===== config.mk =====
export PLATFORM = sky130hd
export DESIGN_NAME = mns_job_queue
export DESIGN_NICKNAME = d
export VERILOG_FILES = /design/src/sv/mns_job_queue.sv
export SDC_FILE = /design/constraint.sdc
export NUM_CORES = 1
export LEC_CHECK = 0
export BUFFER_PORTS_ARGS = -buffer_cell sky130_fd_sc_hd__buf_4
export CAP_MARGIN = 40
export CORE_ASPECT_RATIO = 1.5
export CORE_MARGIN = 2
export CORE_UTILIZATION = 29
export CTS_CLUSTER_SIZE = 20
export DETAILED_ROUTE_END_ITERATION = 6
export REMOVE_ABC_BUFFERS = 1
export SLEW_MARGIN = 20
export SYNTH_ARGS = -nofsm -noshare
export SYNTH_HDL_FRONTEND = slang
export SYNTH_SLANG_ARGS = --single-unit

===== constraint.sdc =====
create_clock -name clock -period 1.52 [get_ports clock]
set_input_delay 0.152 -clock clock [delete_from_list [all_inputs] [get_ports clock]]
set_output_delay 0.152 -clock clock [all_outputs]
set_load 0.02 [all_outputs]

===== src/sv/mns_job_queue.sv =====
// Two-entry queue of closed sets between the front end and the back end.
// An entry stays at the head until the back end has finished with it; no dependencies.
`default_nettype none

module mns_job_queue #(
   parameter int unsigned WIDTH = 8
) (
   input  wire               clock,
   input  wire               reset,
   input  wire               push,
   input  wire [WIDTH-1:0]   din,
   output logic              full,
   input  wire               pop,
   output logic [WIDTH-1:0]  dout,
   output logic              empty
);

   logic [WIDTH-1:0] entry_ff [2];
   logic             wptr_ff, rptr_ff;
   logic [1:0]       cnt_ff, cnt_in;
   logic             do_push, do_pop;

   always_comb begin
      full    = cnt_ff == 2'd2;
      empty   = cnt_ff == 2'd0;
      do_push = push && !full;
      do_pop  = pop && !empty;
      dout    = entry_ff[rptr_ff];
      cnt_in  = cnt_ff;
      if (do_push && !do_pop) begin
         cnt_in = cnt_ff + 2'd1;
      end else if (do_pop && !do_push) begin
         cnt_in = cnt_ff - 2'd1;
      end
   end

   always_ff @(posedge clock) begin
      if (reset) begin
         wptr_ff <= 1'b0;
         rptr_ff <= 1'b0;
         cnt_ff  <= 2'd0;
      end else begin
         cnt_ff <= cnt_in;
         if (do_push) begin
            wptr_ff <= !wptr_ff;
         end
         if (do_pop) begin
            rptr_ff <= !rptr_ff;
         end
      end
   end

   always_ff @(posedge clock) begin
      if (do_push) begin
         entry_ff[wptr_ff] <= din;
      end
   end

endmodule

`default_nettype wire


==> flow_summary.yaml, run 1 <==
status:
  status: "complete, no violations"
route:
  final_antenna_net_count: 0
  via_per_inst: 4.15
  drc_errors: 0
  wl_per_cell_um: 11.5
  drt_first_pass_iters: 3
  vias: 469
  drtIter0Drc: 2
  drt_wl_total_um: 1300
place:
  portBuffers: 21
  post_dp_cell_area_um2: 1010
  dpl.hpwl_um: 917
  place_congestion: 0.636
synth:
  netlist_area_um2: 793
  netlist-cell-type-count: 13
  ys.warnings.count: 0
  syn-instance-count: 50
  syn_area_per_cell_um2: 15.9
  synth-seq-cells: 21
  ys_seq_area_frac: 0.732
die:
  rows: 23
  die_w_um: 46.7
  core_um2: 2650
  top_level_ports: 22
  die_y_um: 68.1
  initial_core_util: 0.300
  die_area_um2: 3180
layout:
  final_common_cell: "buf_4"
  layout-drive-gt1-share: 0.566
  final_nets: 90
  design_area_um2: 1090
  area_delta_synth_final_pct: 37.5
  multiInputGateArea_um2: 233
  mostFrequentLayoutCells: "buf_4 (23), edfxtp_1 (16), mux2_2 (8)"
  nFillCells: 270
  seq_area_um2: 587
  diodes: 0
pwr:
  p_comb_frac: 0.371
  p_int_uw: 1300
  swShare: 0.311
  cellLeakagePower_uw: 0.000418
  p_sw_uw: 585
  ir_worst_vdd_v: 0.000850
  p_per_area_nw_per_um2: 1720
  p_total_uw: 1880
  seqPwrFrac: 0.443
  p_clk_frac: 0.186
clock_tree:
  clk_latency_ns: 0.25
  clk_pin_slew_ns: 0.07
  postCtsSetupBuffers: 0
  holdBufCountCts: 0
  clockBufferDepth: 2
  cts_tree: "yes"
  cts_buffers: 3
  htree_num_levels: 1
  cts_root_buf: "clkbuf_8"
  clock-sinks: 21
grt:
  grt_max_degree: 12
  grt_pass1_vias: 491
  global_route.usage.total: 0.0962
  antenna_found_initial: 0
  grt_overflow: 0
  grt_pass1_wl_um: 2040
sta:
  min_period_ns: 1.45
  maxSlewViolCount: 0
  period_share: 0.954
  rsz0062_at_grt: "false"
  relSlewSlack: 0.746
  setup_viol: 0
  finalHoldViolations: 0
  fmax_mhz: 690
  worst_pin_slew_ns: 0.382
  clock_skew_ns: 0.00101
flow_run:
  max_cap_violations: 0
setup_path:
  worstSetupStartpointType: "register"
  critPathMaxFanout: 5
  end_kind: "register"
  crit_arrival_ns: 1.64
  crit_required_ns: 1.71
  critPathKind: "register to register"
hold_path:
  worstHoldPathType: "input pin to register"
timing repair:
action                                  CTS  global route
pin swaps                                 0             1
resized for setup                         4             7
cloned                                    0             0
endpoints found under the setup margin    6             1
critical path, stage by stage, from the launching register on:
cell and delay (ns):
dfxtp_4 0.37, nor2b_4 0.18, nor2_2 0.07, ha_4 0.15, xor2_1 0.15, or3_4 0.33, a21oi_2 0.13
power groups by stage:
stage	Combinational [uW]	Clock [uW]	Sequential, uW
2_1_floorplan	388	0	801
3_3_place_gp	621	0	818
3_5_place_dp	631	0	826
4_1_cts	643	357	827
5_1_grt	764	387	850
6_report	697	350	834
kinds of logic after synthesis:
| kind of cell | count (synthesis) | share of synthesized area |
|---|---|---|
| compound gates | 5 | 0.0315 |
| xor+xnor | 3 | 0.0331 |
| fa+ha+maj | 1 | 0.0158 |
| buf+inv | 3 | 0.0158 |
| flops | 21 | 0.732 |
| mux | 8 | 0.114 |
| simple gates | 9 | 0.0584 |
final cells by class:
class / instances / share of cell area
tap: 37 / 0.0424
clock buffer: 4 / 0.0413
multi-input combinational: 26 / 0.213
inverter: 2 / 0.00688
timing repair buffer: 23 / 0.158
sequential: 21 / 0.538
synth_stat cells:
cell type / number / area [um2]
edfxtp_1: 16 / 480
ha_1: 1 / 12.5
and2_1: 1 / 6.26
mux2_2: 8 / 90.1
buf_2: 1 / 5.00
nor2_1: 5 / 18.8
dfxtp_1: 5 / 100
o21ai_0: 3 / 15.0
a21oi_1: 2 / 10.0
nor2b_2: 1 / 8.76
inv_1: 2 / 7.51
xor2_1: 3 / 26.3
or3_1: 2 / 12.5
metrics by stage:
stage               TNS (ns)  hold WS (ns)  instances  worst slack (ns)  utilization
global placement           0         0.338        109            0.0548        0.380
CTS                        0        0.0733        113           0.00225        0.401
finish                     0        0.0769        113            0.0699        0.412
detailed placement   -0.0151         0.340        109           -0.0151        0.380
global route               0        0.0678        113           0.00360        0.412
floorplan            -0.0864         0.221         49           -0.0864            -
layer usage:
layer	track usage	up-vias	share of wire	wire length, um
li1	-	231	-	-
met3	0.0237	5	0.039	50
met4	0.0729	0	0.036	46
met1	0.0934	218	0.37	482
met5	0	-	0	0
met2	0.167	15	0.55	715
registers in the layout, indices dropped and copies added (netlist names), named ones only:
| register | flops |
|---|---|
| cnt_ff | 2 |
| entry_ff | 16 |
| rptr_ff | 1 |
| wptr_ff | 1 |
worst paths after layout:
check | to | cells after the start | slack, ns | startpoint
worst max-delay path | cnt_ff[1] | 6 | 0.07 | cnt_ff[1]
worst max register to register | cnt_ff[1] | 6 | 0.07 | cnt_ff[1]
worst min register to register | wptr_ff | 2 | 0.49 | wptr_ff
worst min-delay path | cnt_ff[1] | 2 | 0.08 | reset
Power figures use the tool's default switching activity.
==> run 2, diff against run 1 <==
--- a/config.mk
+++ b/config.mk
@@ -12,6 +12,7 @@
 export CORE_UTILIZATION = 29
 export CTS_CLUSTER_SIZE = 20
 export DETAILED_ROUTE_END_ITERATION = 6
+export HOLD_SLACK_MARGIN = 0.15
 export REMOVE_ABC_BUFFERS = 1
 export SLEW_MARGIN = 20
 export SYNTH_ARGS = -nofsm -noshare
==> constraint.sdc (replaced) <==
create_clock -name clock -period 1.7 [get_ports clock]
set_input_delay 0.17 -clock clock [delete_from_list [all_inputs] [get_ports clock]]
set_output_delay 0.17 -clock clock [all_outputs]
set_load 0.02 [all_outputs]
==> run 2 against run 1 <==
Utilization up 1.4 points. Critical endpoint unchanged. Clock skew increased by 0.0012 ns. Power down 16%. Combinational power is 22% lower. Sequential cell count is the same. Sequential share of layout area down 2.3 points. Count of clock-buffer cells in the layout down 1.
==> flow_summary.yaml, run 2 (synthesis results as in run 1) <==
die:
  rows: 23
  initial_core_util: 0.300
  top_level_ports: 22
  die_area_um2: 3180
  core_um2: 2650
  die_y_um: 68.1
  die_w_um: 46.7
route:
  drt_first_pass_iters: 3
  drtIter0Drc: 12
  final_antenna_net_count: 0
  vias: 484
  drc_errors: 0
  wl_per_cell_um: 10.8
  via_per_inst: 4.03
  drt_wl_total_um: 1300
sta:
  tns_ns: 0
  worst_pin_slew_ns: 0.402
  min_period_ns: 1.55
  relSlewSlack: 0.732
  period_share: 0.911
  rsz0062_at_grt: "false"
  finalHoldViolations: 0
  maxSlewViolCount: 0
  clock_skew_ns: 0.00220
  fmax_mhz: 645
  setup_viol: 0
layout:
  utilization: 0.426
  nFillCells: 260
  diodes: 0
  final_cells: 120
  layout-drive-gt1-share: 0.410
  area_delta_synth_final_pct: 42.3
  final_nets: 97
  final_common_cell: "buf_4"
  largest-register: "entry_ff"
  largest_register_ffs: 16
  mostFrequentLayoutCells: "buf_4 (21), edfxtp_1 (16), dlygate4sd3_1 (9)"
  top_regs: "entry_ff (16), cnt_ff (2)"
pwr:
  ir_worst_vdd_v: 0.000774
  cellLeakagePower_uw: 0.000444
  p_per_area_nw_per_um2: 1400
  p_total_uw: 1580
setup_path:
  critPathKind: "register to register"
  crit_chain: "nor2b_2 > nor2_1 > ha_1 > or3_1 > a21oi_1"
  worstSetupStartpointType: "register"
  crit_required_ns: 1.89
  cp_slowest_cell: "dfxtp_1"
  crit_arrival_ns: 1.74
  crit_buf_inv: 0
  critPathMaxFanout: 5
  crit_family: "simple AND/OR/NAND/NOR gates"
  crit_path_max_incr_delay_ns: 0.37
  end_kind: "register"
grt:
  global_route.usage.total: 0.0966
  grt_overflow: 0
  antenna_found_initial: 0
  grt_pass1_vias: 534
  grt_max_degree: 13
  grt_pass1_wl_um: 2150
clock_tree:
  htree_num_levels: 1
  clockBufferDepth: 2
  postCtsSetupBuffers: 0
  cts_tree: "yes"
  clock-sinks: 21
  clk_latency_ns: 0.25
  clk_pin_slew_ns: 0.07
  cts_root_buf: "clkbuf_8"
  cts_buffers: 3
flow_run:
  max_cap_violations: 0
place:
  dpl.hpwl_um: 947
  place_congestion: 0.623
  portBuffers: 21
  dp.cells: 107
hold_path:
  worstHoldPathType: "input pin to register"
status:
  status: "complete, no violations"
## run 2: report_power, final
group | switching [uW] | internal (uW)
registers | 65.8 | 656
logic | 276 | 270
clock network | 147 | 163
## run 2: repair_timing
action                     4_1_cts  5_1_grt
setup endpoints to repair        0        0
hold endpoints to repair        21        0
resized for setup                0        0
hold buffers                     9        0
## run 2: final timing paths
check / from / end / slack (ns) / depth (start not counted)
worst max-delay path: cnt_ff[1] / cnt_ff[1] / 0.15 / 5
worst min-delay path: push / wptr_ff / 0.30 / 4
worst max register to register: cnt_ff[1] / cnt_ff[1] / 0.15 / 5
worst min register to register: wptr_ff / wptr_ff / 0.50 / 2
## run 2: metrics by stage
| step | worst slack (ns) | cell area [um2] | hold WS (ns) |
|---|---|---|---|
| 3_3_place_gp | 0.205 | 992 | 0.356 |
| 4_1_cts | 0.137 | 1130 | 0.298 |
| 3_5_place_dp | 0.154 | 992 | 0.358 |
| 2_1_floorplan | 0.0936 | 788 | 0.239 |
| 5_1_grt | 0.0392 | 1130 | 0.332 |
| 6_report | 0.151 | 1130 | 0.301 |
## run 2: area by class of cell
| cell class | instances | area [um2] | area share |
|---|---|---|---|
| flip-flops and latches | 21 | 581 | 0.514 |
| clock inverters | 1 | 5.00 | 0.00443 |
| multi-input cells | 26 | 200 | 0.177 |
| inverters | 2 | 7.51 | 0.00665 |
| repair buffers | 30 | 248 | 0.220 |
| clock buffers | 3 | 41.3 | 0.0366 |
| well taps | 37 | 46.3 | 0.0410 |
## run 2: worst reg2reg max path: stages (launching register included)
cell,delay (ns)
dfxtp_1,0.37
nor2b_2,0.20
nor2_1,0.07
ha_1,0.33
or3_1,0.37
a21oi_1,0.14
## run 2: metal layers
layer,part of all wire,vias to the layer above,track usage
met2,0.55,12,0.181
met4,0,0,0.0417
met5,0,-,0
li1,-,244,-
met3,0.043,0,0.0290
met1,0.40,228,0.0929
