<file path="src/sv/mns_pkg.sv">
// Shared types and constants for the mean neighbour select block.
// Holds the beat formats of both channels and the sentinel values; no dependencies.
`default_nettype none

package mns_pkg;

   // Sentinels returned when no stored value lies on one side of the mean.
   localparam logic signed [31:0] INT_MIN = 32'sh8000_0000;
   localparam logic signed [31:0] INT_MAX = 32'sh7FFF_FFFF;

   // Number of fraction bits of the reported mean.
   localparam int unsigned MEAN_FRAC_W = 8;
   localparam int unsigned MEAN_W      = 40;

   typedef struct packed {
      logic signed [31:0] value;
      logic               last;
   } req_type;

   typedef struct packed {
      logic signed [31:0]        below_max;
      logic signed [31:0]        above_min;
      logic signed [MEAN_W-1:0]  mean_fixed;
      logic                      overflow;
   } rsp_type;

endpackage

`default_nettype wire

</file>
<file path="src/sv/mns_div.sv">
// Radix-2 restoring divider for the scaled mean, one quotient bit per cycle.
// Divides (dividend * 256) by an unsigned divisor, truncating toward zero. Uses mns_pkg.
`default_nettype none

module mns_div #(
   parameter int unsigned DIVIDEND_W = 42,
   parameter int unsigned DIVISOR_W  = 11
) (
   input  wire                                clock,
   input  wire                                reset,
   input  wire                                start,
   input  wire signed [DIVIDEND_W-1:0]        dividend,
   input  wire [DIVISOR_W-1:0]                divisor,
   output logic                               done,
   output logic signed [mns_pkg::MEAN_W-1:0]  quotient
);

   localparam int unsigned QW     = DIVIDEND_W + mns_pkg::MEAN_FRAC_W;
   localparam int unsigned STEP_W = $clog2(QW + 1);

   logic [QW-1:0]          quo_ff, quo_in;
   logic [DIVISOR_W-1:0]   rem_ff, rem_in;
   logic [DIVISOR_W-1:0]   div_ff;
   logic                   neg_ff;
   logic [STEP_W-1:0]      step_ff;
   logic                   busy_ff, done_ff;
   logic [DIVISOR_W:0]     trial, diff;
   logic                   ge;
   logic [DIVIDEND_W-1:0]  mag;
   logic [QW:0]            signed_q;

   always_comb begin
      mag    = dividend[DIVIDEND_W-1] ? ~dividend + 1'b1 : dividend;
      trial  = {rem_ff, quo_ff[QW-1]};
      diff   = trial - {1'b0, div_ff};
      ge     = trial >= {1'b0, div_ff};
      rem_in = ge ? diff[DIVISOR_W-1:0] : trial[DIVISOR_W-1:0];
      quo_in = {quo_ff[QW-2:0], ge};
      signed_q = neg_ff ? ~{1'b0, quo_ff} + 1'b1 : {1'b0, quo_ff};
      quotient = signed_q[mns_pkg::MEAN_W-1:0];
      done     = done_ff;
   end

   always_ff @(posedge clock) begin
      if (reset) begin
         busy_ff <= 1'b0;
         done_ff <= 1'b0;
         step_ff <= '0;
      end else if (start) begin
         busy_ff <= 1'b1;
         done_ff <= 1'b0;
         step_ff <= STEP_W'(QW);
      end else if (busy_ff) begin
         step_ff <= step_ff - 1'b1;
         if (step_ff == STEP_W'(1)) begin
            busy_ff <= 1'b0;
            done_ff <= 1'b1;
         end
      end
   end

   always_ff @(posedge clock) begin
      if (start) begin
         quo_ff <= {mag, {mns_pkg::MEAN_FRAC_W{1'b0}}};
         rem_ff <= '0;
         div_ff <= divisor;
         neg_ff <= dividend[DIVIDEND_W-1];
      end else if (busy_ff) begin
         quo_ff <= quo_in;
         rem_ff <= rem_in;
      end
   end

endmodule

`default_nettype wire

</file>
<file path="src/sv/mns_back.sv">
// Back end of the mean neighbour select block: scans a closed set through a
// three-stage read/multiply/compare pipeline, runs the mean divider and holds the result.
// Depends on mns_pkg and mns_div.
`default_nettype none

module mns_back #(
   parameter int unsigned MAX_ITEMS = 1024,
   localparam int unsigned AW     = $clog2(MAX_ITEMS),
   localparam int unsigned CNT_W  = $clog2(MAX_ITEMS + 1),
   localparam int unsigned SUM_W  = AW + 32,
   localparam int unsigned JOB_W  = CNT_W + SUM_W + 2
) (
   input  wire                      clock,
   input  wire                      reset,
   input  wire                      job_empty,
   input  wire [JOB_W-1:0]          job_data,
   output logic                     job_pop,
   output logic                     rd_en,
   output logic [AW:0]              rd_addr,
   input  wire signed [31:0]        rd_data,
   output logic                     rsp_empty,
   input  wire                      rsp_pop,
   output mns_pkg::rsp_type         rsp_data
);

   localparam int unsigned PROD_W = 32 + CNT_W + 1;

   typedef struct packed {
      logic                    bank;
      logic [CNT_W-1:0]        count;
      logic signed [SUM_W-1:0] sum;
      logic                    overflow;
   } job_type;

   typedef enum logic [1:0] {
      ST_IDLE = 2'b01,
      ST_RUN  = 2'b10
   } state_type;

   state_type                state_ff, state_in;
   job_type                  job_ff, job_head;
   logic [CNT_W-1:0]         idx_ff;
   logic                     v1_ff, v2_ff;
   logic signed [31:0]       x_ff;
   logic signed [PROD_W-1:0] prod_ff, prod_in, sum_ext;
   logic signed [31:0]       below_ff, above_ff;
   logic                     out_valid_ff;
   mns_pkg::rsp_type         out_ff, result;
   logic                     start, finish, issue, scan_done;
   logic                     div_done;
   logic signed [mns_pkg::MEAN_W-1:0] div_q;

   assign job_head = job_type'(job_data);

   mns_div #(
      .DIVIDEND_W(SUM_W),
      .DIVISOR_W (CNT_W)
   ) u_div (
      .clock   (clock),
      .reset   (reset),
      .start   (start),
      .dividend(job_head.sum),
      .divisor (job_head.count),
      .done    (div_done),
      .quotient(div_q)
   );

   always_comb begin
      start   = (state_ff == ST_RUN) ? 1'b0 : !job_empty;
      issue   = (state_ff == ST_RUN) && (idx_ff < job_ff.count);
      rd_en   = issue;
      rd_addr = {job_ff.bank, idx_ff[AW-1:0]};
      prod_in = PROD_W'(rd_data) * PROD_W'($signed({1'b0, job_ff.count}));
      sum_ext = {{(PROD_W-SUM_W){job_ff.sum[SUM_W-1]}}, job_ff.sum};
      scan_done = !issue && !v1_ff && !v2_ff;
      finish  = (state_ff == ST_RUN) && scan_done && div_done
                && (!out_valid_ff || rsp_pop);
      job_pop = finish;

      result.below_max  = below_ff;
      result.above_min  = above_ff;
      result.mean_fixed = (job_ff.count == '0) ? '0 : div_q;
      result.overflow   = job_ff.overflow;

      rsp_empty = !out_valid_ff;
      rsp_data  = out_ff;

      case (state_ff)
         ST_IDLE: begin
            state_in = start ? ST_RUN : ST_IDLE;
         end
         ST_RUN: begin
            state_in = finish ? ST_IDLE : ST_RUN;
         end
         default: begin
            state_in = ST_IDLE;
         end
      endcase
   end

   always_ff @(posedge clock) begin
      if (reset) begin
         state_ff     <= ST_IDLE;
         v1_ff        <= 1'b0;
         v2_ff        <= 1'b0;
         out_valid_ff <= 1'b0;
      end else begin
         state_ff <= state_in;
         v1_ff    <= issue;
         v2_ff    <= v1_ff;
         if (finish) begin
            out_valid_ff <= 1'b1;
         end else if (rsp_pop) begin
            out_valid_ff <= 1'b0;
         end
      end
   end

   always_ff @(posedge clock) begin
      if (start) begin
         job_ff   <= job_head;
         idx_ff   <= '0;
         below_ff <= mns_pkg::INT_MIN;
         above_ff <= mns_pkg::INT_MAX;
      end else begin
         if (issue) begin
            idx_ff <= idx_ff + 1'b1;
         end
         // Values equal to the mean match neither side.
         if (v2_ff && (prod_ff < sum_ext) && (x_ff > below_ff)) begin
            below_ff <= x_ff;
         end
         if (v2_ff && (prod_ff > sum_ext) && (x_ff < above_ff)) begin
            above_ff <= x_ff;
         end
      end
      if (v1_ff) begin
         x_ff    <= rd_data;
         prod_ff <= prod_in;
      end
      if (finish) begin
         out_ff <= result;
      end
   end

endmodule

`default_nettype wire

</file>
<file path="config.mk">
export PLATFORM = sky130hd
export DESIGN_NAME = mns_back
export DESIGN_NICKNAME = d
export VERILOG_FILES = /design/src/sv/mns_pkg.sv /design/src/sv/mns_div.sv /design/src/sv/mns_back.sv
export SDC_FILE = /design/constraint.sdc
export NUM_CORES = 2
export LEC_CHECK = 0
export ABC_CLOCK_PERIOD_IN_PS = 12000
export BUFFER_PORTS_ARGS = -buffer_cell sky130_fd_sc_hd__buf_2
export CAP_MARGIN = 20
export CORE_MARGIN = 3
export CORE_UTILIZATION = 63
export DETAILED_ROUTE_END_ITERATION = 10
export PLACE_DENSITY = 0.83
export SLEW_MARGIN = 10
export SYNTH_ARGS = -nofsm -noshare
export SYNTH_HDL_FRONTEND = slang
export SYNTH_HIERARCHICAL = 1
export SYNTH_SLANG_ARGS = --single-unit
</file>
<file path="constraint.sdc">
create_clock -name clock -period 12 [get_ports clock]
set_input_delay 1.2 -clock clock [delete_from_list [all_inputs] [get_ports clock]]
set_output_delay 1.2 -clock clock [all_outputs]
set_load 0.02 [all_outputs]
</file>
==> reports/metrics.json <==
{
  "track_usage": 0.2987,
  "place.gp.congestion": 0.9307,
  "critical_path_arrival_ns": 6.79,
  "cp_cell_sequence": "buf_2 > nand2_1 > fa_1 > inv_1 > fa_1 > fa_1 > fa_1 > inv_1 > fa_1 > inv_1 > ha_1 > a2111oi_2 > o31ai_1 > a221oi_2 > nand3_2 > o221ai_2 > o211ai_1 > a31o_1 > a21oi_2 > xnor2_1",
  "synth_edf_count": 290,
  "seq_power_share": 0.234,
  "design.die.area_sq_mm": 0.05216,
  "post-synth-top-area-cell": "edfxtp_1",
  "ys.flop_type": "edfxtp_1",
  "drc_errors": 0,
  "slew_violations": 0,
  "reg2reg_from": "job_ff[50]$_DFFE_PP_",
  "ys_ff_latch": 397,
  "clock_sinks": 397,
  "wl_per_cell_microns": 20.02,
  "synth.cells.most_frequent": "inv_1 (541), nand2_1 (333), fa_1 (306), edfxtp_1 (290), ha_1 (229)",
  "setup.worst_path.start_class": "primary input",
  "p_sw_mw": 3.432,
  "setup-tns-final_ns": 0,
  "post-route-min-period_ns": 6.482,
  "total_leakage_power_nw": 15.36,
  "final_cell_count_no_fill": 3884,
  "vdd_drop_max_uv": 277.8,
  "grt_max_degree": 99,
  "worst_hold_startpoint": "job_ff[0]$_DFFE_PP_",
  "remaining_global_route_overflow": 0,
  "cts_resized": 0,
  "dpl.cell_count": 3789,
  "most_numerous_cell_in_the_yosys_netlist": "inv_1",
  "fp-row-count": 80,
  "buffer_levels_on_the_longest_clock_path": 3,
  "kind_of_end_point_of_the_critical_path": "register",
  "maxClockFrequency_ghz": 0.1543,
  "p_sw_frac": 0.4350,
  "worst_slack_ns": 5.518,
  "setup-violations-final": 0,
  "internal_power_mw": 4.458,
  "timing.max_cap.violations": 0,
  "critical_path.slowest_cell": "fa_1",
  "ys.warnings.count": 6,
  "rsz0062_at_grt": "no",
  "place.detailed.hpwl_microns": 56380,
  "vias": 23650,
  "final.period_utilization": 0.5402,
  "ys_seq_area_frac": 0.3483,
  "top_level_ports": 210,
  "syn_inst": 3065,
  "die_height_microns": 228.4,
  "detailedRoute.firstIterationViolations": 2321,
  "synth.avg_cell_area_sq_um": 10.17,
  "chipWidth_microns": 228.4,
  "drt-pass1-iter-count": 6,
  "logic_gate_share_of_total_power": 0.599,
  "global_route_wire_length_before_repair_microns": 126100,
  "beginning_of_the_critical_path": "rd_data[14]",
  "area_contributors_post_synth": "edfxtp_1 (28%), fa_1 (20%), ha_1 (9.2%)",
  "clockRootBuffer": "clkbuf_16",
  "combined_area_of_all_synthesized_cells_sq_mm": 0.03116,
  "ant_nets": 0,
  "effective_utilization_at_floorplan": 0.6458,
  "postLayoutCoreUtil": 0.7056,
  "syn_nets": 3691,
  "layout-drive-gt1-share": 0.1079,
  "via_density_per_instance": 6.088,
  "proportion_of_synthesized_flip_flops_having_asynchronous_set_or_reset": 0,
  "cp_max_fo": 12,
  "placeableCoreArea_sq_mm": 0.04825,
  "finalNetCount": 3807,
  "htree_levels": 2,
  "worst-endpoint-required_ns": 12.31,
  "post-place-ws_ns": 5.000,
  "cts_buffers": 43,
  "number_of_antenna_violations_at_the_first_check_in_global_routing": 15,
  "share_clk_of_total_power": 0.167,
  "power_per_cell_area_mw_per_mm2": 231.8,
  "finalHoldViolCount": 0,
  "syn_to_layout_area_delta_pct": 9.261,
  "critPathBufInv": 4,
  "critical-path-top-delay-family": "adder cells",
  "synth_cell_type_count": 88,
  "max_slew_margin": 0.2635,
  "insertion_delay_ns": 0.57,
  "worst-setup-path-type": "in2reg",
  "cts_setup_buffers": 0,
  "postRouteWirelength_microns": 77740,
  "numPortBuffers": 209,
  "timing.hold.ws_ns": 0.4241,
  "timing.critical_path.mode_cell": "fa_1",
  "worst_slew_pin_tran_ns": 1.099,
  "post_cts_hold_buffer_count": 0,
  "crit_path_max_incr_delay_ns": 0.59,
  "grt_pass1_vias": 24580,
  "cts_tree": "built",
  "area_fraction_of_the_dominant_cell_type_after_synthesis": 0.2795,
  "worst_setup_hold_path_clk_slew_ns": 0.06,
  "status": "complete, no violations",
  "worst_clock_skew_ns": 0.01621,
  "hold_path_class": "reg2reg"
}
metrics by stage:
step	instance area, sq um	total power, mW
after floorplan	31160	5.504
after global placement	32530	6.345
after detailed placement	32530	6.524
after CTS	33920	7.875
after global routing	34040	8.502
final	34040	7.889
state kept, by name, summed over array words and instances, names as in the netlist:
signal         count
state_ff           2
rsp_data         105
prod_ff           44
u_div/done         1
rd_addr            1
u_div/neg_ff       1
job_ff            54
u_div/rem_ff      11
v1_ff              1
u_div/quo_ff      50
below_ff          32
above_ff          32
u_div/busy_ff      1
idx_ff            11
x_ff              32
v2_ff              1
u_div/div_ff      11
u_div/step_ff      6
out_valid_ff       1
layout make-up:
type | count | area, sq um
inverters | 541 | 2036
well taps | 656 | 820.8
multi-input cells | 1963 | 17600
clock buffers | 52 | 1150
flip-flops and latches | 397 | 10850
fillers | 3437 | 14200
diodes | 13 | 32.53
repair buffers | 235 | 1301
clock inverters | 27 | 244.0
final timing paths:
check                                        endpoint  slack, ns  cells past startpoint
worst min register to register  rsp_data[0]$_DFFE_PP_       0.42                      0
worst max-delay path            prod_ff[41]$_DFFE_PP_       5.52                     20
worst min-delay path            rsp_data[0]$_DFFE_PP_       0.42                      0
worst max register to register  prod_ff[41]$_DFFE_PP_       5.58                     20
power groups by stage:
stage / logic (mW) / registers, mW / clock network (mW)
after floorplan: 3.65 / 1.86 / 0
after global placement: 4.47 / 1.88 / 0
after detailed placement: 4.64 / 1.88 / 0
after CTS: 4.69 / 1.85 / 1.33
after global routing: 5.26 / 1.85 / 1.39
final: 4.72 / 1.85 / 1.32
cell usage in the layout, fill, tap and decap left out, drive strengths merged, types with 5 or more instances in the layout:
cell type and count:
a21o 61, a21oi 116, a22o 40, a31oi 40
and2 132, and3 9, and4 5, buf 235
clkbuf 52, clkinv 14, clkinvlp 6, dfxtp 107
diode 13, edfxtp 290, fa 306, ha 229
inv 545, mux2i 10, nand2 333, nand2b 19
nand3 60, nand4 34, nor2 54, nor2b 10
nor3 28, nor4 41, o211ai 11, o21a 12
o21ai 126, o21bai 5, o221ai 5, o311ai 7
o31ai 36, o41ai 15, or2 8, or3 15
or4 13, xnor2 113, xor2 19
cells by family (layout without fill, tap and decap cells):
family / Yosys count / after routing / synth area share
XOR/XNOR: 132 / 132 / 0.03711
AO/OA/AOI/OAI: 512 / 512 / 0.1098
flip-flops: 397 / 397 / 0.3483
AND/OR/NAND/NOR: 774 / 774 / 0.1251
other: 0 / 13 / 0
adder cells (fa/ha/maj): 535 / 535 / 0.2886
multiplexers: 10 / 10 / 0.003213
buffers and inverters: 705 / 855 / 0.08795
metal layers:
| metal | share of wire | wire, microns | up-vias | track usage |
|---|---|---|---|---|
| li1 | - | - | 10460 | - |
| met1 | 0.38 | 29180 | 11680 | 0.3826 |
| met2 | 0.49 | 38320 | 1236 | 0.5025 |
| met3 | 0.086 | 6690 | 272 | 0.04848 |
| met4 | 0.045 | 3533 | 2 | 0.1363 |
| met5 | 0.00018 | 14 | - | 0 |
Power figures use the tool's default switching activity.
